==> config.mk <==
export PLATFORM = sky130hd
export DESIGN_NAME = tcw_ctrl
export DESIGN_NICKNAME = d
export VERILOG_FILES = /design/src/rtl/tcw_pkg.sv /design/src/rtl/tcw_ctrl.sv
export SDC_FILE = /design/constraint.sdc
export NUM_CORES = 1
export LEC_CHECK = 0
export CAP_MARGIN = 20
export CELL_PAD_IN_SITES_DETAIL_PLACEMENT = 2
export CELL_PAD_IN_SITES_GLOBAL_PLACEMENT = 2
export CORE_MARGIN = 4
export CORE_UTILIZATION = 33
export DETAILED_ROUTE_END_ITERATION = 10
export DONT_BUFFER_PORTS = 1
export GPL_ROUTABILITY_DRIVEN = 0
export PLACE_DENSITY_LB_ADDON = 0.1
export SYNTH_ARGS = -nofsm -noshare
export SYNTH_HDL_FRONTEND = slang
export SYNTH_SLANG_ARGS = --single-unit
==> constraint.sdc <==
create_clock -name clk -period 1.9 [get_ports clk]
set_input_delay 0 -clock clk [delete_from_list [all_inputs] [get_ports clk]]
set_output_delay 0 -clock clk [all_outputs]
set_load 0.02 [all_outputs]
==> src/rtl/tcw_pkg.sv <==
// ----------------------------------------------------------------------------
// tcw_pkg
// Shared types and constants of the text console writer: transaction
// structs, command and status codes, and the controller/datapath interface.
// ----------------------------------------------------------------------------
package tcw_pkg;

	// Default geometry of the character buffer
	localparam int TCW_COLUMNS = 80;
	localparam int TCW_ROWS    = 25;

	// Cell contents and special character bytes
	localparam logic [15:0] BLANK_CELL = 16'h0F20;
	localparam logic [7:0]  NL_CODE    = 8'd10;
	localparam logic [7:0]  CR_CODE    = 8'd13;

	// Command codes
	localparam logic [1:0] CMD_BEGIN = 2'd0;
	localparam logic [1:0] CMD_PUT   = 2'd1;
	localparam logic [1:0] CMD_READ  = 2'd2;

	// Result status codes
	localparam logic [1:0] STATUS_OK        = 2'd0;
	localparam logic [1:0] STATUS_BAD_LINE  = 2'd1;
	localparam logic [1:0] STATUS_NO_STRING = 2'd2;

	// Input transaction
	typedef struct packed {
		logic [1:0]  command;
		logic [7:0]  start_line;
		logic [7:0]  char_code;
		logic [7:0]  attribute;
		logic [10:0] cell_address;
	} item_t;

	// Output transaction
	typedef struct packed {
		logic [1:0]  status;
		logic [4:0]  next_line;
		logic [10:0] cursor_position;
		logic [15:0] cell_data;
	} result_t;

	// Controller to datapath commands
	typedef struct packed {
		logic       load_item;
		logic       begin_line;
		logic       clear_active;
		logic       col_zero;
		logic       row_inc;
		logic       write_char;
		logic       rd_cell;
		logic       sweep_prime;
		logic       sweep_step;
		logic       sweep_clear;
		logic       load_out;
		logic [1:0] out_status;
	} dp_cmd_t;

	// Datapath to controller status
	typedef struct packed {
		logic [1:0] command;
		logic       line_ok;
		logic       string_active;
		logic       is_nl;
		logic       is_cr;
		logic       wrap;
		logic       row_last;
		logic       sweep_last;
	} dp_status_t;

endpackage

==> src/rtl/tcw_ctrl.sv <==
// ----------------------------------------------------------------------------
// tcw_ctrl
// Controller of the text console writer: sequences the clearing pass, command
// execution, buffer scroll and result hand-off.
// ----------------------------------------------------------------------------
module tcw_ctrl (
	input  logic                clk,
	input  logic                arst_n,
	input  logic                item_valid,
	output logic                item_ready,
	output logic                result_valid,
	input  logic                result_ready,
	input  tcw_pkg::dp_status_t st,
	output tcw_pkg::dp_cmd_t    cmd
);

	typedef enum logic [5:0] {
		S_CLEAR  = 6'b000001,
		S_IDLE   = 6'b000010,
		S_EXEC   = 6'b000100,
		S_PRIME  = 6'b001000,
		S_SCROLL = 6'b010000,
		S_FIN    = 6'b100000
	} state_t;

	state_t     state_q, state_d;
	logic [1:0] status_q, status_d;
	logic       resume_q, resume_d;
	logic       result_valid_q;

	// Decode state and command into datapath controls
	always_comb begin
		cmd            = '0;
		cmd.out_status = status_q;
		state_d        = state_q;
		status_d       = status_q;
		resume_d       = resume_q;
		item_ready     = 1'b0;
		unique case (state_q)
			S_CLEAR: begin
				cmd.sweep_step  = 1'b1;
				cmd.sweep_clear = 1'b1;
				if (st.sweep_last) begin
					state_d = S_IDLE;
				end
			end
			S_IDLE: begin
				item_ready = 1'b1;
				if (item_valid) begin
					cmd.load_item = 1'b1;
					state_d       = S_EXEC;
				end
			end
			S_EXEC: begin
				status_d = tcw_pkg::STATUS_OK;
				state_d  = S_FIN;
				case (st.command)
					tcw_pkg::CMD_BEGIN: begin
						if (st.line_ok) begin
							cmd.begin_line = 1'b1;
						end else begin
							cmd.clear_active = 1'b1;
							status_d         = tcw_pkg::STATUS_BAD_LINE;
						end
					end
					tcw_pkg::CMD_PUT: begin
						if (!st.string_active) begin
							status_d = tcw_pkg::STATUS_NO_STRING;
						end else if (st.is_nl) begin
							cmd.col_zero = 1'b1;
							if (st.row_last) begin
								resume_d = 1'b0;
								state_d  = S_PRIME;
							end else begin
								cmd.row_inc = 1'b1;
							end
						end else if (st.is_cr) begin
							cmd.col_zero = 1'b1;
						end else if (st.wrap) begin
							// wrap first, then come back to write the character
							cmd.col_zero = 1'b1;
							if (st.row_last) begin
								resume_d = 1'b1;
								state_d  = S_PRIME;
							end else begin
								cmd.row_inc = 1'b1;
								state_d     = S_EXEC;
							end
						end else begin
							cmd.write_char = 1'b1;
						end
					end
					tcw_pkg::CMD_READ: begin
						cmd.rd_cell = 1'b1;
					end
					default: begin
					end
				endcase
			end
			S_PRIME: begin
				cmd.sweep_prime = 1'b1;
				state_d         = S_SCROLL;
			end
			S_SCROLL: begin
				cmd.sweep_step = 1'b1;
				if (st.sweep_last) begin
					state_d = resume_q ? S_EXEC : S_FIN;
				end
			end
			S_FIN: begin
				if (!result_valid_q || result_ready) begin
					cmd.load_out = 1'b1;
					state_d      = S_IDLE;
				end
			end
			default: begin
				state_d = S_IDLE;
			end
		endcase
	end

	// Hold controller state
	always_ff @(posedge clk or negedge arst_n) begin
		if (!arst_n) begin
			state_q  <= S_CLEAR;
			status_q <= tcw_pkg::STATUS_OK;
			resume_q <= 1'b0;
		end else begin
			state_q  <= state_d;
			status_q <= status_d;
			resume_q <= resume_d;
		end
	end

	// Track the output register occupancy
	always_ff @(posedge clk or negedge arst_n) begin
		if (!arst_n) begin
			result_valid_q <= 1'b0;
		end else if (cmd.load_out) begin
			result_valid_q <= 1'b1;
		end else if (result_ready) begin
			result_valid_q <= 1'b0;
		end
	end

	assign result_valid = result_valid_q;

endmodule

==> results.cfg, run 1 <==
[global_routing]
groute.usage.overall = 0.1865
grt_pass1_vias = 786
grt_antenna_before_repair = 0
grt_start_max_net_pins = 11
global_route_wire_length_before_repair_um = 3670
gr-total-overflow = 0

[floorplanning]
effective_utilization_at_floorplan = 0.3653
placement_rows = 15
die_h_um = 52.66
floorplan.core_area_mm2 = 0.001802
dieWidth_um = 52.66
num_io_pins = 28
floorplan.die_area_mm2 = 0.002773

[worst_setup_path]
critical_path.startpoint = state_q[4]$_DFFE_PN0P_
crit_path_end = cmd[10]
critPathCaptureType = output port
critical_path.startpoint_type = flop
critical_path_peak_fanout = 9
worstRegToRegCells = 4
cp_data_required_time_ns = 1.90
cp.arrival_ns = 1.77
critical_path.reg2reg.startpoint = state_q[3]$_DFFE_PN0P_
path_class = flop to output port
worst_r2r_endpoint = state_q[1]$_DFFE_PN0P_
r2r_slack_ns = 0.27

[drt]
post-route-drc-count = 0
routed_length_per_placed_instance_um = 18.17
postRouteWirelength_um = 2199
route.vias.total = 665
via_per_inst = 5.496
final_antenna_net_count = 0
dr.pass1.iters = 4
drt_iter0_drc = 5

[final_layout]
multi_input_comb_area_um2 = 394.1
seq_area_um2 = 251.5
final_layout_size_suffix_gt1_frac = 0.2083
layout.nets = 110
layout.filler_cells = 205
synthToLayoutAreaGrowth_pct = 38.40
antennaDiodeCount = 0
finalCoreUtilization = 0.5056

[yosys]
ys_seq_area_frac = 0.3821
syn_area_per_cell_um2 = 8.775
synthCells = 75
synth.net_count = 88
synthesis.yosys.warnings = 0
synth_area_um2 = 658.1
ys_ff_latch = 10
synth_cell_type_count = 36

[power]
power_leakage_uw = 0.0004049
report.power.total_uw = 985.3
worst_ir_drop_vdd_uv = 393.6
powerDensity_mw_per_mm2 = 1082

[worst_hold_path]
hp-class = primary input to flop
timing.hold.worst.start = st[1]
hold_depth = 3

[job]
max_cap_violations = 0

[sta]
layout_setup_ws_ns = 0.1265
timing.final.crit_share = 0.9334
slew_headroom = 0.6653
timing.fmax_mhz = 563.9
fin_crit_ns = 1.773
setup_viol = 0
worst_slew_pin_slew_ns = 0.5003
report.final.slew_viol_count = 0
hold_violation_count_in_the_final_report = 0
final.setup_skew_ns = 0.002924

[clock_tree]
tritoncts = yes
cts_buffers = 3
clk_transition_reported_paths_ns = 0.08
cts_buffer_depth = 2
clock_tree.htree_level_count = 1
clock_latency_ns = 0.27
cts.root.buffer_cell = clkbuf_4
cts_num_sinks = 10

[status]
run_status = finished clean

[placement]
dp_hpwl_um = 1431
port_buffers = 0
setup_slack_after_placement_ns = 0.2105
## synthesized netlist by cell type (all sizes together)
cell type,n,area (µm²)
a31oi,1,6.260
o22ai,1,6.260
and3,1,6.260
or4b,1,10.01
xor2,1,8.760
o41ai,1,8.760
nor4b,2,17.52
xnor2,1,8.760
and2,1,6.260
nor2,7,26.28
nand3,2,15.01
and3b,2,17.52
buf,2,10.01
mux2i,1,10.01
a21o,2,15.01
dfrtp,9,225.2
a21oi,2,10.01
nand4,2,12.51
or3,1,6.260
o21ai,4,20.02
nor3,4,25.02
nor4,3,31.28
o211ai,1,7.510
nand3b,1,7.510
o21bai,1,7.510
dfstp,1,26.28
nor2b,5,31.28
nand4b,1,8.760
and2b,1,8.760
inv,6,22.52
a311oi,1,8.760
nor3b,1,7.510
nand2,5,18.77
## worst max-delay path, cell delays in order, from the launching register on
cell and delay (ns):
dfrtp_1 0.51, nor2_2 0.23, nand3_2 0.23, nor4_2 0.32, buf_4 0.21
## power breakdown
part	switching [µW]	internal, µW	leakage (µW)	total [µW]
registers	115	273	0.000126	389
logic	240	154	0.000258	394
clock network	85.9	116	0.0000210	202
total	442	544	0.000405	985
## kinds of logic (layout without fill, tap and decap cells)
group,Yosys count,count (layout),share of synthesized area
AOI/OAI and AO/OA,14,14,0.1369
xor gates and xnor gates,2,2,0.02662
buffers and inverters,8,29,0.04943
DFF,10,10,0.3821
muxes,1,1,0.01521
and+or+nand+nor,40,40,0.3898
## final cells by class
type                            instances  area share
Timing Repair Buffer                   19      0.1923
Clock buffer                            4     0.03984
Sequential cell                        10      0.2761
Inverter                                6     0.02473
Tap cell                               25     0.03434
Multi-Input combinational cell         57      0.4327
## flip-flops by register name (all words and copies together) (netlist names)
signal,cells
result_valid,1
resume_q,1
status_q,2
state_q,6
## stage by stage
stage	instance area, µm²	cells	hold slack [ns]	TNS, ns
2_1_floorplan	658.1	75	-0.2956	0
3_3_place_gp	724.4	104	-0.2953	0
3_5_place_dp	724.4	104	-0.2953	0
5_1_grt	910.9	121	0.006632	-0.01305
4_1_cts	880.8	120	0.003084	0
6_report	910.9	121	0.002580	0
## layout by cell type (no fill, tap or decap), drive strengths merged, types with 2 or more instances in the layout
cell type	netlist	routed
and3b	2	2
buf	2	6
o21ai	4	4
a21oi	2	2
nor2b	5	5
nor3	4	4
nor2	7	7
nor4	3	3
nor4b	2	2
a21o	2	2
dlygate4sd3	0	13
inv	6	6
nand3	2	2
dfrtp	9	9
clkbuf	0	4
nand4	2	2
nand2	5	5
## timing repair
item | 4_1_cts | 5_1_grt
hold endpoints to repair | 18 | 1
hold buffers | 12 | 1
setup buffers | 0 | 0
gates resized for setup | 0 | 4
setup endpoints to repair | 0 | 5
## layer usage
metal	part of all wire	global-route usage	wire length, µm	vias up
met5	0	0	0	-
met4	0.0059	0.03830	13	0
met3	0.043	0.06268	95	2
met2	0.53	0.3368	1162	16
met1	0.42	0.2097	928	334
li1	-	-	-	313
## worst min path at each step
stage	end	slack, ns
floorplan	result_valid$_DFFE_PN0P_	-0.30
global placement	result_valid$_DFFE_PN0P_	-0.30
detailed placement	result_valid$_DFFE_PN0P_	-0.30
CTS	state_q[5]$_DFFE_PN0P_	0.003
global route	state_q[5]$_DFFE_PN0P_	0.007
finish	state_q[5]$_DFFE_PN0P_	0.003
(Power assumes the default switching activity.)
==> inputs of run 2 (changes only) <==
--- a/config.mk
+++ b/config.mk
@@ -9,11 +9,12 @@
 export CELL_PAD_IN_SITES_DETAIL_PLACEMENT = 2
 export CELL_PAD_IN_SITES_GLOBAL_PLACEMENT = 2
 export CORE_MARGIN = 4
-export CORE_UTILIZATION = 33
+export CORE_UTILIZATION = 35
 export DETAILED_ROUTE_END_ITERATION = 10
 export DONT_BUFFER_PORTS = 1
 export GPL_ROUTABILITY_DRIVEN = 0
 export PLACE_DENSITY_LB_ADDON = 0.1
+export SETUP_SLACK_MARGIN = 0.3
 export SYNTH_ARGS = -nofsm -noshare
 export SYNTH_HDL_FRONTEND = slang
 export SYNTH_SLANG_ARGS = --single-unit
==> constraint.sdc (replaced) <==
create_clock -name clk -period 2.2 [get_ports clk]
set_input_delay 0 -clock clk [delete_from_list [all_inputs] [get_ports clk]]
set_output_delay 0 -clock clk [all_outputs]
set_load 0.02 [all_outputs]
==> results.cfg, run 2 (same netlist as run 1, synthesis figures left out) <==
[status]
run_status = finished clean

[clock_tree]
cts_num_sinks = 10
cts_buffer_depth = 2
cts_setup_buffers = 0
clock_tree.htree_level_count = 1
clock_latency_ns = 0.26
tritoncts = yes
clk_transition_reported_paths_ns = 0.07
cts_buffers = 3
cts.root.buffer_cell = clkbuf_4

[final_layout]
layout.cells.most_common = dlygate4sd3_1
reg_top3 = state_q: 6 flops, status_q: 2 flops
number_of_flip_flops_in_the_largest_register = 6
commonest_cells_after_routing_fill_and_taps_aside = dlygate4sd3_1 (10), dfrtp_1 (9), inv_1 (6), nor2_1 (6)
antennaDiodeCount = 0
top_register = state_q
layout.filler_cells = 208
synthToLayoutAreaGrowth_pct = 31.75
layout.nets = 106
final_layout_size_suffix_gt1_frac = 0.1848

[worst_setup_path]
cp.arrival_ns = 1.80
critical-path-max-stage-delay_ns = 0.55
critical_path.startpoint = state_q[4]$_DFFE_PN0P_
cp_data_required_time_ns = 2.20
crit_family = simple AND/OR/NAND/NOR gates
crit_buf_inv = 1
critical_path.reg2reg.startpoint = state_q[1]$_DFFE_PN0P_
critical_path_peak_fanout = 9
critical_path_cell_list = or4b_1 > nor3_1 > buf_4
crit_slowest_cell = or4b_1
path_class = flop to output port
critPathCaptureType = output port
critical_path.startpoint_type = flop

[global_routing]
gr-total-overflow = 0
grt_pass1_vias = 783
groute.usage.overall = 0.1867
grt_start_max_net_pins = 11
global_route_wire_length_before_repair_um = 3657
grt_antenna_before_repair = 0

[power]
power_leakage_uw = 0.0003827
powerDensity_mw_per_mm2 = 965.1
report.power.total_uw = 836.8
worst_ir_drop_vdd_uv = 360.0

[sta]
setup_viol = 0
timing.final.crit_share = 0.8170
slew_headroom = 0.5943
fin_setup_tns_ns = 0
hold_violation_count_in_the_final_report = 0
final.setup_skew_ns = 0.0009829
grt_setup_unrepaired = yes
timing.fmax_mhz = 556.4
fin_crit_ns = 1.797
worst_slew_pin_slew_ns = 0.6029
report.final.slew_viol_count = 0

[drt]
routed_length_per_placed_instance_um = 18.27
final_antenna_net_count = 0
via_per_inst = 5.726
postRouteWirelength_um = 2138
post-route-drc-count = 0
dr.pass1.iters = 4
route.vias.total = 670
drt_iter0_drc = 4

[job]
max_cap_violations = 0

[floorplanning]
die_h_um = 51.37
floorplan.core_area_mm2 = 0.001745
dieWidth_um = 51.37
num_io_pins = 28
placement_rows = 15
floorplan.die_area_mm2 = 0.002638
effective_utilization_at_floorplan = 0.3771

[worst_hold_path]
timing.hold.worst.start = st[4]
hp-class = primary input to flop

[placement]
dp_hpwl_um = 1513
port_buffers = 0
## run 2: final cells by class
type	count	area, µm²	area share
flip-flops and latches	10	251.5	0.2900
multi-input cells	57	387.9	0.4473
well taps	25	31.28	0.03608
clock buffers	4	36.28	0.04185
inverters	6	22.52	0.02597
repair buffers	15	137.6	0.1587
## run 2: path summary, 6_finish.rpt
check | end | cells past startpoint | slack, ns
min in group asynchronous | state_q[1]$_DFFE_PN0P_ | 1 | 0.12
hold reg to reg | resume_q$_DFFE_PN0P_ | 2 | 0.56
hold / removal | state_q[2]$_DFFE_PN0P_ | 3 | 0.006
setup reg to reg | state_q[0]$_DFFE_PN1P_ | 3 | 0.48
max in group asynchronous | state_q[0]$_DFFE_PN1P_ | 1 | 1.74
setup / recovery | cmd[5] | 3 | 0.40
## run 2: timing repair
| item | 4_1_cts | 5_1_grt |
|---|---|---|
| endpoints found under the hold margin | 18 | 0 |
| setup endpoints to repair | 0 | 6 |
| hold buffers | 10 | 0 |
| gates resized for setup | 0 | 3 |
## run 2: per-stage QoR
| stage | util | hold WS (ns) | cells | setup slack, ns | instance area (µm²) |
|---|---|---|---|---|---|
| CTS | 0.4889 | 0.004651 | 117 | 0.3316 | 853.3 |
| global placement | 0.4108 | -0.2953 | 103 | 0.6434 | 716.9 |
| global route | 0.4968 | 0.009392 | 117 | 0.2861 | 867.1 |
| detailed placement | 0.4108 | -0.2953 | 103 | 0.5430 | 716.9 |
| finish | 0.4968 | 0.006231 | 117 | 0.4026 | 867.1 |
| floorplan | - | -0.2956 | 75 | 0.4984 | 658.1 |
## run 2: metal layers
metal | share of wire | routed length [µm] | GRT usage
met1 | 0.42 | 888 | 0.2043
met3 | 0.058 | 123 | 0.06706
met2 | 0.51 | 1081 | 0.3220
met5 | 0 | 0 | 0
met4 | 0.021 | 44 | 0.07860
## run 2: worst register-to-register path, stage by stage (launching register included)
cell	delay, ns
dfrtp_1	0.47
nor4_1	0.60
and3b_1	0.41
nor2b_1	0.18
## run 2: where the power goes
group | switching [µW] | internal (µW) | total, µW
Combinational | 202 | 129 | 331
Sequential | 102 | 236 | 339
Clock | 67.3 | 100 | 168
